### src/rtl/usrh_pkg.sv
// Package for the USB standard request handler: codes, words and state types.
package usrh_pkg;

	localparam int NumEndpointsDef = 16;
	localparam int CfgDataW = 8;
	localparam int CfgIdxW = 2;

	// recipients
	localparam logic [1:0] RCPT_DEVICE = 2'd0;
	localparam logic [1:0] RCPT_INTERFACE = 2'd1;
	localparam logic [1:0] RCPT_ENDPOINT = 2'd2;

	localparam logic [1:0] KIND_CLASS = 2'd1;

	// bRequest codes
	localparam logic [7:0] REQ_GET_STATUS = 8'd0;
	localparam logic [7:0] REQ_CLEAR_FEATURE = 8'd1;
	localparam logic [7:0] REQ_SET_FEATURE = 8'd3;
	localparam logic [7:0] REQ_SET_ADDRESS = 8'd5;
	localparam logic [7:0] REQ_GET_DESCRIPTOR = 8'd6;
	localparam logic [7:0] REQ_GET_CONFIGURATION = 8'd8;
	localparam logic [7:0] REQ_SET_CONFIGURATION = 8'd9;

	// descriptor types and selects
	localparam logic [7:0] DT_DEVICE = 8'd1;
	localparam logic [7:0] DT_CONFIGURATION = 8'd2;
	localparam logic [7:0] DT_STRING = 8'd3;
	localparam logic [7:0] STRING_LAST = 8'd5;
	localparam logic [2:0] DSEL_DEVICE = 3'd0;
	localparam logic [2:0] DSEL_CONFIGURATION = 3'd1;
	localparam logic [2:0] DSEL_STRING_BASE = 3'd2;

	localparam logic [15:0] FEAT_REMOTE_WAKEUP = 16'h0001;
	localparam logic [15:0] FEAT_ENDPOINT_HALT = 16'h0000;

	// configuration register indexes
	localparam logic [CfgIdxW-1:0] CFG_SELF_POWERED = 2'd0;
	localparam logic [CfgIdxW-1:0] CFG_MAX_CONFIGURATION = 2'd1;
	localparam logic [CfgIdxW-1:0] CFG_MAX_INTERFACE = 2'd2;

	typedef enum logic [2:0] {
		RSP_NONE = 3'd0,
		RSP_STALL = 3'd1,
		RSP_ACK = 3'd2,
		RSP_DATA = 3'd3,
		RSP_DESC = 3'd4
	} rsp_code_t;

	typedef enum logic [2:0] {
		CA_NONE = 3'd0,
		CA_CLEAR = 3'd1,
		CA_SET = 3'd2,
		CA_REPLACE = 3'd3,
		CA_INTERFACE = 3'd4
	} class_act_t;

	typedef enum logic [1:0] {
		EA_NONE = 2'd0,
		EA_STALL = 2'd1,
		EA_CLEAR = 2'd2
	} ep_act_t;

	typedef enum logic [1:0] {
		DS_DEFAULT = 2'd0,
		DS_ADDRESSED = 2'd1,
		DS_CONFIGURED = 2'd2
	} usb_state_t;

	typedef struct packed {
		logic [1:0] action;
		logic [1:0] request_kind;
		logic [7:0] request_code;
		logic [15:0] setup_value;
		logic [15:0] setup_index;
		logic [15:0] setup_length;
		logic class_ok;
	} req_t;

	typedef struct packed {
		logic [2:0] response;
		logic [15:0] reply_value;
		logic [15:0] reply_length;
		logic [2:0] descriptor_select;
		logic [2:0] class_action;
		logic [7:0] class_index;
		logic [7:0] old_config;
		logic address_write;
		logic [6:0] new_address;
		logic [1:0] endpoint_action;
		logic [7:0] endpoint_address;
	} rsp_t;

	typedef struct packed {
		usb_state_t usb_state;
		logic [7:0] cur_config;
		logic remote_wakeup;
		logic [6:0] usb_addr;
	} dev_regs_t;

	typedef struct packed {
		logic self_powered;
		logic [7:0] max_config;
		logic [7:0] max_interface;
	} cfg_regs_t;

endpackage

### src/rtl/usrh_req_if.sv
// Request channel: one decoded SETUP word per handshake.
interface usrh_req_if;
	logic valid;
	logic ready;
	logic [1:0] action;
	logic [1:0] request_kind;
	logic [7:0] request_code;
	logic [15:0] setup_value;
	logic [15:0] setup_index;
	logic [15:0] setup_length;
	logic class_ok;

	modport source (output valid, action, request_kind, request_code, setup_value,
		setup_index, setup_length, class_ok, input ready);
	modport sink (input valid, action, request_kind, request_code, setup_value,
		setup_index, setup_length, class_ok, output ready);
endinterface

### src/rtl/usrh_rsp_if.sv
// Response channel: one result word per request.
interface usrh_rsp_if;
	logic valid;
	logic ready;
	logic [2:0] response;
	logic [15:0] reply_value;
	logic [15:0] reply_length;
	logic [2:0] descriptor_select;
	logic [2:0] class_action;
	logic [7:0] class_index;
	logic [7:0] old_config;
	logic address_write;
	logic [6:0] new_address;
	logic [1:0] endpoint_action;
	logic [7:0] endpoint_address;

	modport source (output valid, response, reply_value, reply_length, descriptor_select,
		class_action, class_index, old_config, address_write, new_address,
		endpoint_action, endpoint_address, input ready);
	modport sink (input valid, response, reply_value, reply_length, descriptor_select,
		class_action, class_index, old_config, address_write, new_address,
		endpoint_action, endpoint_address, output ready);
endinterface

### src/rtl/usb_standard_request_handler.sv
// USB standard request handler: one SETUP request word in, one response word out.
// Each request is registered on acceptance and decoded against the device state; once
// the output register is free, its response word is written there. The device state,
// configuration and endpoint halt bits update on that same edge, so the following
// request already sees them. A new request is taken every cycle while the output is
// drained. While a response waits to be taken, one further request can still be taken
// into the input register, after which the input stalls.
// Configuration writes take effect on the edge they are written.
module usb_standard_request_handler #(
	parameter int NUM_ENDPOINTS = usrh_pkg::NumEndpointsDef
) (
	input logic clk,
	input logic arst_n,
	usrh_req_if.sink req,
	usrh_rsp_if.source rsp,
	input logic cfg_we,
	input logic [usrh_pkg::CfgIdxW-1:0] cfg_index,
	input logic [usrh_pkg::CfgDataW-1:0] cfg_data
);

	usrh_pkg::req_t req_s1;
	usrh_pkg::rsp_t rsp_s2;
	usrh_pkg::rsp_t rsp_w;
	usrh_pkg::dev_regs_t dev_q;
	usrh_pkg::dev_regs_t dev_nxt;
	usrh_pkg::cfg_regs_t cfg_q;
	logic [NUM_ENDPOINTS-1:0] in_halt_q;
	logic [NUM_ENDPOINTS-1:0] out_halt_q;
	logic [NUM_ENDPOINTS-1:0] in_halt_nxt;
	logic [NUM_ENDPOINTS-1:0] out_halt_nxt;
	logic vld_s1;
	logic vld_s2;
	logic take;
	logic adv;

	assign adv = vld_s1 && (!vld_s2 || rsp.ready);
	assign req.ready = !vld_s1 || adv;
	assign take = req.valid && req.ready;

	always_ff @(posedge clk or negedge arst_n) begin
		if (!arst_n) begin
			vld_s1 <= 1'b0;
			vld_s2 <= 1'b0;
		end else begin
			if (take) vld_s1 <= 1'b1;
			else if (adv) vld_s1 <= 1'b0;
			if (adv) vld_s2 <= 1'b1;
			else if (rsp.ready) vld_s2 <= 1'b0;
		end
	end

	always_ff @(posedge clk) begin
		if (take) begin
			req_s1.action <= req.action;
			req_s1.request_kind <= req.request_kind;
			req_s1.request_code <= req.request_code;
			req_s1.setup_value <= req.setup_value;
			req_s1.setup_index <= req.setup_index;
			req_s1.setup_length <= req.setup_length;
			req_s1.class_ok <= req.class_ok;
		end
		if (adv) rsp_s2 <= rsp_w;
	end

	usrh_decode #(
		.NUM_ENDPOINTS(NUM_ENDPOINTS)
	) u_decode (
		.req_w(req_s1),
		.dev_q(dev_q),
		.in_halt_q(in_halt_q),
		.out_halt_q(out_halt_q),
		.cfg_q(cfg_q),
		.rsp_w(rsp_w),
		.dev_nxt(dev_nxt),
		.in_halt_nxt(in_halt_nxt),
		.out_halt_nxt(out_halt_nxt)
	);

	usrh_state #(
		.NUM_ENDPOINTS(NUM_ENDPOINTS)
	) u_state (
		.clk(clk),
		.arst_n(arst_n),
		.cfg_we(cfg_we),
		.cfg_index(cfg_index),
		.cfg_data(cfg_data),
		.upd(adv),
		.dev_nxt(dev_nxt),
		.in_halt_nxt(in_halt_nxt),
		.out_halt_nxt(out_halt_nxt),
		.dev_q(dev_q),
		.in_halt_q(in_halt_q),
		.out_halt_q(out_halt_q),
		.cfg_q(cfg_q)
	);

	assign rsp.valid = vld_s2;
	assign rsp.response = rsp_s2.response;
	assign rsp.reply_value = rsp_s2.reply_value;
	assign rsp.reply_length = rsp_s2.reply_length;
	assign rsp.descriptor_select = rsp_s2.descriptor_select;
	assign rsp.class_action = rsp_s2.class_action;
	assign rsp.class_index = rsp_s2.class_index;
	assign rsp.old_config = rsp_s2.old_config;
	assign rsp.address_write = rsp_s2.address_write;
	assign rsp.new_address = rsp_s2.new_address;
	assign rsp.endpoint_action = rsp_s2.endpoint_action;
	assign rsp.endpoint_address = rsp_s2.endpoint_address;

	a_adv_loads_out: assert property (@(posedge clk) disable iff (!arst_n)
		adv |=> vld_s2)
		else $error("decoded word not held in output register");

	a_addr_ack: assert property (@(posedge clk) disable iff (!arst_n)
		vld_s2 && rsp_s2.address_write |-> rsp_s2.response == usrh_pkg::RSP_ACK)
		else $error("address write without status ack");

	a_cfg_nonzero: assert property (@(posedge clk) disable iff (!arst_n)
		dev_q.usb_state == usrh_pkg::DS_CONFIGURED |-> dev_q.cur_config != '0)
		else $error("configured state with configuration zero");

	a_halt_hold: assert property (@(posedge clk) disable iff (!arst_n)
		!adv |=> $stable(in_halt_q) && $stable(out_halt_q) && $stable(dev_q))
		else $error("device state changed without a request");

endmodule

### src/rtl/usrh_state.sv
// Device state, endpoint halt bits and configuration registers.
module usrh_state #(
	parameter int NUM_ENDPOINTS = usrh_pkg::NumEndpointsDef
) (
	input logic clk,
	input logic arst_n,
	input logic cfg_we,
	input logic [usrh_pkg::CfgIdxW-1:0] cfg_index,
	input logic [usrh_pkg::CfgDataW-1:0] cfg_data,
	input logic upd,
	input usrh_pkg::dev_regs_t dev_nxt,
	input logic [NUM_ENDPOINTS-1:0] in_halt_nxt,
	input logic [NUM_ENDPOINTS-1:0] out_halt_nxt,
	output usrh_pkg::dev_regs_t dev_q,
	output logic [NUM_ENDPOINTS-1:0] in_halt_q,
	output logic [NUM_ENDPOINTS-1:0] out_halt_q,
	output usrh_pkg::cfg_regs_t cfg_q
);

	always_ff @(posedge clk or negedge arst_n) begin
		if (!arst_n) begin
			dev_q.usb_state <= usrh_pkg::DS_DEFAULT;
			dev_q.cur_config <= '0;
			dev_q.remote_wakeup <= 1'b0;
			dev_q.usb_addr <= '0;
			in_halt_q <= '0;
			out_halt_q <= '0;
		end else if (upd) begin
			dev_q <= dev_nxt;
			in_halt_q <= in_halt_nxt;
			out_halt_q <= out_halt_nxt;
		end
	end

	always_ff @(posedge clk or negedge arst_n) begin
		if (!arst_n) begin
			cfg_q.self_powered <= 1'b0;
			cfg_q.max_config <= 8'd1;
			cfg_q.max_interface <= 8'd1;
		end else if (cfg_we) begin
			case (cfg_index)
				usrh_pkg::CFG_SELF_POWERED: cfg_q.self_powered <= cfg_data[0];
				usrh_pkg::CFG_MAX_CONFIGURATION: cfg_q.max_config <= cfg_data;
				usrh_pkg::CFG_MAX_INTERFACE: cfg_q.max_interface <= cfg_data;
				default: ;
			endcase
		end
	end

endmodule

### src/rtl/usrh_decode.sv
// Request decode: response word, side actions and next device state.
module usrh_decode #(
	parameter int NUM_ENDPOINTS = usrh_pkg::NumEndpointsDef
) (
	input usrh_pkg::req_t req_w,
	input usrh_pkg::dev_regs_t dev_q,
	input logic [NUM_ENDPOINTS-1:0] in_halt_q,
	input logic [NUM_ENDPOINTS-1:0] out_halt_q,
	input usrh_pkg::cfg_regs_t cfg_q,
	output usrh_pkg::rsp_t rsp_w,
	output usrh_pkg::dev_regs_t dev_nxt,
	output logic [NUM_ENDPOINTS-1:0] in_halt_nxt,
	output logic [NUM_ENDPOINTS-1:0] out_halt_nxt
);

	logic [NUM_ENDPOINTS-1:0] ep_mask;
	logic [NUM_ENDPOINTS-1:0] halt_sel;
	logic [6:0] ep_num;
	logic ep_in;
	logic active;
	logic configured;
	logic addressed;
	logic [7:0] cfg_new;
	logic [7:0] desc_type;
	logic [7:0] desc_lo;
	usrh_pkg::ep_act_t ep_cmd;

	assign ep_num = req_w.setup_index[6:0];
	assign ep_in = req_w.setup_index[7];
	assign configured = dev_q.usb_state == usrh_pkg::DS_CONFIGURED;
	assign addressed = dev_q.usb_state == usrh_pkg::DS_ADDRESSED;
	assign active = configured || addressed;
	assign cfg_new = req_w.setup_value[7:0];
	assign desc_type = req_w.setup_value[15:8];
	assign desc_lo = req_w.setup_value[7:0];
	assign halt_sel = ep_in ? in_halt_q : out_halt_q;

	always_comb begin
		for (int i = 0; i < NUM_ENDPOINTS; i++) begin
			ep_mask[i] = ep_num == 7'(i);
		end
	end

	always_comb begin
		rsp_w = '0;
		dev_nxt = dev_q;
		ep_cmd = usrh_pkg::EA_NONE;
		case (req_w.action)
			usrh_pkg::RCPT_DEVICE: begin
				case (req_w.request_code)
					usrh_pkg::REQ_GET_DESCRIPTOR: begin
						if (desc_type == usrh_pkg::DT_DEVICE) begin
							rsp_w.descriptor_select = usrh_pkg::DSEL_DEVICE;
						end else if (desc_type == usrh_pkg::DT_CONFIGURATION) begin
							rsp_w.descriptor_select = usrh_pkg::DSEL_CONFIGURATION;
						end else if (desc_type == usrh_pkg::DT_STRING &&
								desc_lo <= usrh_pkg::STRING_LAST) begin
							rsp_w.descriptor_select = desc_lo[2:0] + usrh_pkg::DSEL_STRING_BASE;
						end else begin
							rsp_w.response = usrh_pkg::RSP_STALL;
						end
						if (rsp_w.response != usrh_pkg::RSP_STALL) begin
							if (req_w.setup_length != '0) begin
								rsp_w.response = usrh_pkg::RSP_DESC;
								rsp_w.reply_length = req_w.setup_length;
							end else begin
								rsp_w.descriptor_select = '0;
							end
						end
					end
					usrh_pkg::REQ_SET_ADDRESS: begin
						if (req_w.setup_index != '0 || req_w.setup_length != '0 || configured) begin
							rsp_w.response = usrh_pkg::RSP_STALL;
						end else begin
							dev_nxt.usb_addr = req_w.setup_value[6:0];
							dev_nxt.usb_state = (req_w.setup_value[6:0] != '0) ?
								usrh_pkg::DS_ADDRESSED : usrh_pkg::DS_DEFAULT;
							rsp_w.address_write = 1'b1;
							rsp_w.new_address = req_w.setup_value[6:0];
							rsp_w.response = usrh_pkg::RSP_ACK;
						end
					end
					usrh_pkg::REQ_SET_CONFIGURATION: begin
						if (cfg_new > cfg_q.max_config) begin
							rsp_w.response = usrh_pkg::RSP_STALL;
						end else if (addressed) begin
							rsp_w.response = usrh_pkg::RSP_ACK;
							if (cfg_new != '0) begin
								dev_nxt.cur_config = cfg_new;
								dev_nxt.usb_state = usrh_pkg::DS_CONFIGURED;
								rsp_w.class_action = usrh_pkg::CA_SET;
								rsp_w.class_index = cfg_new;
								if (!req_w.class_ok) rsp_w.response = usrh_pkg::RSP_STALL;
							end
						end else if (configured) begin
							rsp_w.response = usrh_pkg::RSP_ACK;
							if (cfg_new == '0) begin
								rsp_w.class_action = usrh_pkg::CA_CLEAR;
								rsp_w.old_config = dev_q.cur_config;
								dev_nxt.usb_state = usrh_pkg::DS_ADDRESSED;
								dev_nxt.cur_config = '0;
							end else if (cfg_new != dev_q.cur_config) begin
								rsp_w.class_action = usrh_pkg::CA_REPLACE;
								rsp_w.class_index = cfg_new;
								rsp_w.old_config = dev_q.cur_config;
								dev_nxt.cur_config = cfg_new;
								if (!req_w.class_ok) rsp_w.response = usrh_pkg::RSP_STALL;
							end
						end else begin
							rsp_w.response = usrh_pkg::RSP_STALL;
						end
					end
					usrh_pkg::REQ_GET_CONFIGURATION: begin
						if (req_w.setup_length != 16'd1 || !active) begin
							rsp_w.response = usrh_pkg::RSP_STALL;
						end else begin
							rsp_w.response = usrh_pkg::RSP_DATA;
							rsp_w.reply_length = 16'd1;
							rsp_w.reply_value = configured ? {8'h00, dev_q.cur_config} : '0;
						end
					end
					usrh_pkg::REQ_GET_STATUS: begin
						if (!active) begin
							rsp_w.response = usrh_pkg::RSP_STALL;
						end else begin
							rsp_w.response = usrh_pkg::RSP_DATA;
							rsp_w.reply_length = 16'd2;
							rsp_w.reply_value = {14'd0, dev_q.remote_wakeup, cfg_q.self_powered};
						end
					end
					usrh_pkg::REQ_SET_FEATURE: begin
						if (req_w.setup_value == usrh_pkg::FEAT_REMOTE_WAKEUP) begin
							dev_nxt.remote_wakeup = 1'b1;
							rsp_w.response = usrh_pkg::RSP_ACK;
						end
					end
					usrh_pkg::REQ_CLEAR_FEATURE: begin
						if (!active) begin
							rsp_w.response = usrh_pkg::RSP_STALL;
						end else if (req_w.setup_value == usrh_pkg::FEAT_REMOTE_WAKEUP) begin
							dev_nxt.remote_wakeup = 1'b0;
							rsp_w.response = usrh_pkg::RSP_ACK;
						end
					end
					default: rsp_w.response = usrh_pkg::RSP_STALL;
				endcase
			end
			usrh_pkg::RCPT_INTERFACE: begin
				if (!configured || req_w.setup_index[7:0] > cfg_q.max_interface) begin
					rsp_w.response = usrh_pkg::RSP_STALL;
				end else begin
					rsp_w.class_action = usrh_pkg::CA_INTERFACE;
					rsp_w.class_index = req_w.setup_index[7:0];
					if (req_w.setup_length == '0) rsp_w.response = usrh_pkg::RSP_ACK;
				end
			end
			usrh_pkg::RCPT_ENDPOINT: begin
				if (req_w.request_kind != usrh_pkg::KIND_CLASS &&
						(req_w.request_code == usrh_pkg::REQ_GET_STATUS ||
						req_w.request_code == usrh_pkg::REQ_CLEAR_FEATURE ||
						req_w.request_code == usrh_pkg::REQ_SET_FEATURE)) begin
					if (addressed) begin
						if (ep_num != '0) ep_cmd = usrh_pkg::EA_STALL;
					end else if (!configured) begin
						rsp_w.response = usrh_pkg::RSP_STALL;
					end else if (req_w.request_code == usrh_pkg::REQ_SET_FEATURE) begin
						if (req_w.setup_value == usrh_pkg::FEAT_ENDPOINT_HALT && ep_num != '0)
							ep_cmd = usrh_pkg::EA_STALL;
						rsp_w.response = usrh_pkg::RSP_ACK;
					end else if (req_w.request_code == usrh_pkg::REQ_CLEAR_FEATURE) begin
						if (req_w.setup_value == usrh_pkg::FEAT_ENDPOINT_HALT) begin
							if (ep_num != '0) ep_cmd = usrh_pkg::EA_CLEAR;
							rsp_w.response = usrh_pkg::RSP_ACK;
						end
					end else begin
						rsp_w.response = usrh_pkg::RSP_DATA;
						rsp_w.reply_length = 16'd2;
						rsp_w.reply_value = {15'd0, |(halt_sel & ep_mask)};
					end
				end
			end
			default: rsp_w.response = usrh_pkg::RSP_STALL;
		endcase
		rsp_w.endpoint_action = ep_cmd;
		if (ep_cmd != usrh_pkg::EA_NONE) rsp_w.endpoint_address = req_w.setup_index[7:0];
	end

	// halt bit update for the endpoint named in wIndex
	always_comb begin
		in_halt_nxt = in_halt_q;
		out_halt_nxt = out_halt_q;
		if (ep_cmd != usrh_pkg::EA_NONE) begin
			if (ep_in) begin
				in_halt_nxt = (ep_cmd == usrh_pkg::EA_STALL) ?
					(in_halt_q | ep_mask) : (in_halt_q & ~ep_mask);
			end else begin
				out_halt_nxt = (ep_cmd == usrh_pkg::EA_STALL) ?
					(out_halt_q | ep_mask) : (out_halt_q & ~ep_mask);
			end
		end
	end

endmodule

### src/flat_wrapper.sv
// flat-port wrapper written by rule: the top's interface ports become plain ports
module usb_standard_request_handler_flat 
#(
	parameter int NUM_ENDPOINTS = usrh_pkg::NumEndpointsDef
)
  (clk, arst_n, cfg_we, cfg_index, cfg_data, req_valid, req_action, req_request_kind, req_request_code, req_setup_value, req_setup_index, req_setup_length, req_class_ok, req_ready, rsp_valid, rsp_response, rsp_reply_value, rsp_reply_length, rsp_descriptor_select, rsp_class_action, rsp_class_index, rsp_old_config, rsp_address_write, rsp_new_address, rsp_endpoint_action, rsp_endpoint_address, rsp_ready);
  usrh_req_if req_i ();
  usrh_rsp_if rsp_i ();
  input logic clk;
  input logic arst_n;
  input logic cfg_we;
  input logic [usrh_pkg::CfgIdxW-1:0] cfg_index;
  input logic [usrh_pkg::CfgDataW-1:0] cfg_data;
  input wire logic [$bits(req_i.valid)-1:0] req_valid;
  input wire logic [$bits(req_i.action)-1:0] req_action;
  input wire logic [$bits(req_i.request_kind)-1:0] req_request_kind;
  input wire logic [$bits(req_i.request_code)-1:0] req_request_code;
  input wire logic [$bits(req_i.setup_value)-1:0] req_setup_value;
  input wire logic [$bits(req_i.setup_index)-1:0] req_setup_index;
  input wire logic [$bits(req_i.setup_length)-1:0] req_setup_length;
  input wire logic [$bits(req_i.class_ok)-1:0] req_class_ok;
  output wire logic [$bits(req_i.ready)-1:0] req_ready;
  output wire logic [$bits(rsp_i.valid)-1:0] rsp_valid;
  output wire logic [$bits(rsp_i.response)-1:0] rsp_response;
  output wire logic [$bits(rsp_i.reply_value)-1:0] rsp_reply_value;
  output wire logic [$bits(rsp_i.reply_length)-1:0] rsp_reply_length;
  output wire logic [$bits(rsp_i.descriptor_select)-1:0] rsp_descriptor_select;
  output wire logic [$bits(rsp_i.class_action)-1:0] rsp_class_action;
  output wire logic [$bits(rsp_i.class_index)-1:0] rsp_class_index;
  output wire logic [$bits(rsp_i.old_config)-1:0] rsp_old_config;
  output wire logic [$bits(rsp_i.address_write)-1:0] rsp_address_write;
  output wire logic [$bits(rsp_i.new_address)-1:0] rsp_new_address;
  output wire logic [$bits(rsp_i.endpoint_action)-1:0] rsp_endpoint_action;
  output wire logic [$bits(rsp_i.endpoint_address)-1:0] rsp_endpoint_address;
  input wire logic [$bits(rsp_i.ready)-1:0] rsp_ready;
  assign req_i.valid = req_valid;
  assign req_i.action = req_action;
  assign req_i.request_kind = req_request_kind;
  assign req_i.request_code = req_request_code;
  assign req_i.setup_value = req_setup_value;
  assign req_i.setup_index = req_setup_index;
  assign req_i.setup_length = req_setup_length;
  assign req_i.class_ok = req_class_ok;
  assign req_ready = req_i.ready;
  assign rsp_valid = rsp_i.valid;
  assign rsp_response = rsp_i.response;
  assign rsp_reply_value = rsp_i.reply_value;
  assign rsp_reply_length = rsp_i.reply_length;
  assign rsp_descriptor_select = rsp_i.descriptor_select;
  assign rsp_class_action = rsp_i.class_action;
  assign rsp_class_index = rsp_i.class_index;
  assign rsp_old_config = rsp_i.old_config;
  assign rsp_address_write = rsp_i.address_write;
  assign rsp_new_address = rsp_i.new_address;
  assign rsp_endpoint_action = rsp_i.endpoint_action;
  assign rsp_endpoint_address = rsp_i.endpoint_address;
  assign rsp_i.ready = rsp_ready;
  usb_standard_request_handler #(.NUM_ENDPOINTS(NUM_ENDPOINTS)) u_core (.clk(clk), .arst_n(arst_n), .req(req_i), .rsp(rsp_i), .cfg_we(cfg_we), .cfg_index(cfg_index), .cfg_data(cfg_data));
endmodule
### config.mk
export PLATFORM = sky130hd
export DESIGN_NAME = usb_standard_request_handler_flat
export DESIGN_NICKNAME = d
export VERILOG_FILES = /design/src/rtl/usrh_pkg.sv /design/src/rtl/usrh_req_if.sv /design/src/rtl/usrh_rsp_if.sv /design/src/rtl/usb_standard_request_handler.sv /design/src/rtl/usrh_state.sv /design/src/rtl/usrh_decode.sv /design/src/flat_wrapper.sv
export SDC_FILE = /design/constraint.sdc
export NUM_CORES = 1
export LEC_CHECK = 0
export ABC_AREA = 1
export BUFFER_PORTS_ARGS = -buffer_cell sky130_fd_sc_hd__buf_4
export CAP_MARGIN = 0
export CELL_PAD_IN_SITES_DETAIL_PLACEMENT = 1
export CELL_PAD_IN_SITES_GLOBAL_PLACEMENT = 1
export CORE_UTILIZATION = 39
export DETAILED_ROUTE_END_ITERATION = 8
export GPL_TIMING_DRIVEN = 0
export PLACE_DENSITY_LB_ADDON = 0.2
export SLEW_MARGIN = 20
export SYNTH_ARGS = -nofsm -noshare
export SYNTH_HDL_FRONTEND = slang
export SYNTH_SLANG_ARGS = --single-unit
### constraint.sdc
create_clock -name clk -period 2.15 [get_ports clk]
set_input_delay 0.1075 -clock clk [delete_from_list [all_inputs] [get_ports clk]]
set_output_delay 0.1075 -clock clk [all_outputs]
set_load 0.1 [all_outputs]
======== Yosys cells after proc, flatten, opt, wreduce, memory -nomap -nowiden ========
Index checks and enable logic that the tools add are counted.
storage, ports and cells
  bits in registers ....................... 198
  input port bits ......................... 76
  output and inout port bits .............. 77
operators by class
  order comparisons ....................... 3
  bitwise operators ....................... 12
  add/subtract/negate cells ............... 1
  eq/ne operators ......................... 45
  multiplexer cells ....................... 88
  reductions and logical operators ........ 50
operators with widths
  kind                                                   count
  2-to-1 mux 19 bit                                      4
  2-to-1 mux 35 bit                                      2
  2-to-1 mux 16 bit                                      4
  one-hot mux 32 bit (2 select lines)                    1
  equality test 7 x 4 -> 1 bit (second input constant)   8
  2-to-1 mux 8 bit                                       7
  2-to-1 mux 17 bit                                      3
  2-to-1 mux 10 bit                                      5
  bitwise AND 16 bit                                     3
  2-to-1 mux 3 bit                                       16
  one-hot mux 16 bit (3 select lines)                    1
  2-to-1 mux 2 bit                                       21
  2-to-1 mux 18 bit                                      2
  logical NOT 16 bit                                     2
  bitwise OR 16 bit                                      2
  one-hot mux 16 bit (2 select lines)                    1
  nonzero test 16 bit                                    2
  equality test 7 x 3 -> 1 bit (second input constant)   4
  equality test 8 x 2 -> 1 bit (second input constant)   3
  2-to-1 mux 24 bit                                      1
  2-to-1 mux 11 bit                                      2
  one-hot mux 11 bit (2 select lines)                    1
  one-hot mux 3 bit (7 select lines)                     1
  equality test 16 x 1 -> 1 bit (second input constant)  1
  other kinds (40)                                       102

======== Longest topological paths before layout ========
  depth after elaboration ................. 11
  mapped depth ............................ 14
  depth with buffers taken out ............ 14

======== Cells and area by module ========
Synthesis repeated with hierarchy kept, for this count alone.
unflattened totals
  cells, all modules ...................... 1159
  area total of the unflattened synthesis .. 10344.9 um^2
modules (own cells, without submodules)
  module                        area an instance (um^2)  instances  cells each
  usb_standard_request_handler  4179.0                   1          148
  usrh_decode                   3504.6                   1          722
  usrh_state                    2661.3                   1          289

======== Least setup slack after synthesis ========
No wires, ideal clock.
  kind .................................... register to register
  start point ............................. reg u_core.vld_s2, in the netlist u_core.rsp.valid
  end point ............................... reg u_core.req_s1[0] in the netlist's numbering (enable)
  slack ................................... -1309 ps
  stages on the path, launching flop included .. 4
  data required time ...................... 1622 ps
  data arrival time ....................... 2931 ps
  buffers on the path ..................... 0
  cells stage by stage .................... dfrtp_1 nand3_1 nand2_1 inv_1
between the ends
  cells in the longest elaborated chain, start to end .. 5
RTL lines
  element                 line                                text
  from (decl)             usb_standard_request_handler.sv:32  logic vld_s2;
  from (signal assigned)  usb_standard_request_handler.sv:43  vld_s2 <= 1'b0;
  from (signal assigned)  usb_standard_request_handler.sv:47  if (adv) vld_s2 <= 1'b1;
  from (signal assigned)  usb_standard_request_handler.sv:48  else if (rsp.ready) vld_s2 <= 1'b0;
  logical NOT 1 bit       usb_standard_request_handler.sv:36  assign adv = vld_s1 && (!vld_s2 || rsp.ready);
  logical OR 1 bit        usb_standard_request_handler.sv:36
  logical AND 1 bit       usb_standard_request_handler.sv:36
  logical OR 1 bit        usb_standard_request_handler.sv:37  assign req.ready = !vld_s1 || adv;
  net req_ready           flat_wrapper.sv:22                  output wire logic [$bits(req_i.ready)-1:0] req_ready;
  logical AND 1 bit       usb_standard_request_handler.sv:38  assign take = req.valid && req.ready;
  net u_core.take         usb_standard_request_handler.sv:33  logic take;
  to (decl)               usb_standard_request_handler.sv:21  usrh_pkg::req_t req_s1;
The timed path passes the listed nets, and every way through them passes these cells.
A chain may end at the register's enable or synchronous reset.

==> run_results.csv <==
group,metric,value,unit
clock_network,cts-root-buf,"clkbuf_16",
floorplanning,rows,55,
cells_and_area,area.growth.synth_to_final,43.7,%
place,dp_hpwl,18.8,mm
drt,wl_per_cell,18.7,um
place,placed_cell_area,10800,um2
floorplanning,pin_count,153,
clock_network,clock-sinks,190,
drt,final_antenna_net_count,0,
logic_synthesis,synth_top_cell_by_area,"edfxtp_1",
drt,firstDrtPassIters,5,
clock_network,clkTransAtPathRegs,0.08,ns
timing,final-setup-viol-count,2,
clock_network,htreeDepth,4,
logic_synthesis,syn_area,9200,um2
timing,timing.final.max_slew_violations,0,
power,finalPower,0.0102,W
worst_setup_path,worstSetupPathType,"reg -> reg",
cells_and_area,final_cell_area,13200,um2
clock_network,insertion_delay,0.45,ns
run_status,violations,"setup timing",
worst_setup_path,crit_start,"u_core.req_s1[38]",
global_route,grt_overflow,0,
timing,fin_tns_setup,-0.0160,ns
timing,final.period_utilization,101,%
timing,worst_slack,-0.0150,ns
floorplanning,die_h,156,um
logic_synthesis,synth_area_leaders,"edfxtp_1 (42%), dfrtp_1 (16%), nand2_1 (8.1%), inv_1 (6.6%), nor2_1 (5.7%)",
floorplanning,core-area,22900,um2
logic_synthesis,ys.flop_type,"edfxtp_1",
timing,relSlewSlack,42.0,%
min_path,min_from,"cfg_index[0]",
global_route,grt_start_max_net_pins,77,
global_route,grt_use_total,23.8,%
place,place_congestion,0.873,
global_route,antenna_found_initial,1,
logic_synthesis,yosysSeqAreaShare,58.7,%
logic_synthesis,synth_edf_count,128,
floorplanning,start_util,40.1,%
min_path,hp-class,"in -> reg",
worst_setup_path,crit_chain,"ha_4 > a21oi_2 > nor2_1 > nor3_1 > nand2_1 > nand2_2 > nand2_4 > nor2_4 > nand3_4 > o21ai_4",
drt,drt-total-wl,29.7,mm
global_route,first_global_vias,7914,
logic_synthesis,synth_top_cell_area_share,41.8,%
worst_setup_path,worst_ep_required_time,2.43,ns
place,post-place-cells,1434,
clock_network,cts_buffer_depth,2,
cells_and_area,drive_gt1_share,32.7,%
drt,vias,7892,
drt,vias_per_cell,4.95,
timing,fmax,462,MHz
logic_synthesis,synth_commonest_cells,"nand2_1 (198), inv_1 (161), nor2_1 (140)",
clock_network,cts_tree,"done",
timing,period_needed,2.16,ns
logic_synthesis,syn_area_per_cell,9.49,um2
floorplanning,die_w,156,um
timing,hold_viol_final,0,
drt,drt-initial-drc-count,528,
worst_setup_path,start_kind,"flip-flop",
cells_and_area,fin_nets,1361,
logic_synthesis,synth-seq-cells,190,
logic_synthesis,synth_most_common_cell,"nand2_1",
timing,grt_setup_unrepaired,"yes",
drt,drc,0,
timing,max_slew.worst_pin.slew,0.870,ns
logic_synthesis,async_flop_share,32.6,%
logic_synthesis,synthesis.instances,969,
timing,fin_worst_skew,0.0133,ns
worst_setup_path,cp.arrival,2.44,ns
logic_synthesis,synth.distinct_cells,41,
power,p_leak,6.04,nW
worst_setup_path,crit_slowest_cell,"edfxtp_1",
power,irDropWorstVdd,0.383,mV
logic_synthesis,yosys_warnings,0,
floorplanning,die_area,24200,um2
run_status,status,"finished with violations",
worst_setup_path,worstSetupEndpointType,"flip-flop",
cells_and_area,final_cells,1594,
place,portBuffers,144,
worst_setup_path,max_stage_delay,0.48,ns
clock_network,cts_buffers,17,
global_route,grt_pass1_wl,43.0,mm
worst_setup_path,r2r-start,"u_core.req_s1[38]",
power,p_per_area,770,nW/um2
worst_setup_path,cp_max_fo,5,
flow_run,maxCapViolCount,0,
## report_power, final
group	leakage [nW]	internal, W	switching, W
clock	0.287	0.00166	0.00162
sequential	1.94	0.00425	0.000148
combinational	3.81	0.000642	0.00185
total	6.04	0.00655	0.00362
## final timing paths
check,endpoint,slack [ns],depth (start not counted)
worst min-delay path,u_core.u_state.cfg_q[16],0.01,4
worst max register to register,u_core.rsp.class_index[4],-0.01,10
worst max-delay path,u_core.rsp.class_index[4],-0.01,10
worst min register to register,flip-flop,0.46,1
max in group asynchronous,u_core.rsp.valid,1.18,2
min in group asynchronous,async pin,0.33,2
## logic make-up (layout without fill, tap and decap cells)
logic type	Yosys count	count (layout)	share of synthesized area, %
AND/OR/NAND/NOR	466	467	23.9
buffers and inverters	202	505	9.33
flip-flops	190	190	58.7
AO/OA/AOI/OAI	92	92	5.60
adder cells (fa/ha/maj)	18	18	2.45
other	1	9	0.0408
## metrics by stage
stage	setup slack (ns)	hold slack [ns]	utilization [%]
2_1_floorplan	-0.276	-0.188	-
5_1_grt	-0.117	0.0556	57.7
6_report	-0.0150	0.0114	57.7
3_5_place_dp	-0.624	0.281	46.9
3_3_place_gp	-0.501	0.277	46.8
4_1_cts	0.00588	0.00734	54.3
## layout by cell type, fill, tap and decap left out, drive strengths merged
cell	n
nand3	48
ha	18
nand3b	1
nand4	33
conb	8
a21oi	12
o211ai	2
clkinvlp	6
edfxtp	128
nor2	164
nor4	6
or2	1
o21a	1
dfrtp	60
clkinv	4
dlygate4sd3	75
bufinv	1
clkbuf	29
dfstp	2
diode	1
a211oi	1
nand2	204
buf	213
a31oi	1
nor3	8
o21ai	75
inv	177
nor3b	2
## worst max-delay path, delay by kind of cell, from the launching register on
kind            cells  cell delay, ns
flops               1            0.48
compound gates      2            0.35
simple gates        7            0.88
fa+ha+maj           1            0.29
## per-layer routing
layer  wire length, um  global-route usage, %  vias to the layer above
li1                  -                      -                     3715
met1             13200                   31.8                     3920
met2             14700                   39.7                      214
met3              1120                   3.25                       43
met4               723                   8.40                        0
met5                 0                      0                        -
## timing repair
item                                    CTS  global route
endpoints found under the setup margin  138            77
gates resized for setup                  45           106
pin swaps                                 6            47
hold buffers                             75             0
gates cloned                              1             5
setup buffers                            20            26
hold endpoints to repair                139             0
## layout make-up
cell class | instances | area, um2
Sequential cell | 190 | 5400
Multi-Input combinational cell | 585 | 3550
Clock inverter | 15 | 166
Inverter | 173 | 674
Antenna cell | 1 | 2.50
Timing Repair Buffer | 271 | 2340
Buffer | 29 | 268
Tap cell | 313 | 392
Clock buffer | 17 | 425
Fill cell | 2517 | 9690
(Power assumes the default switching activity.)
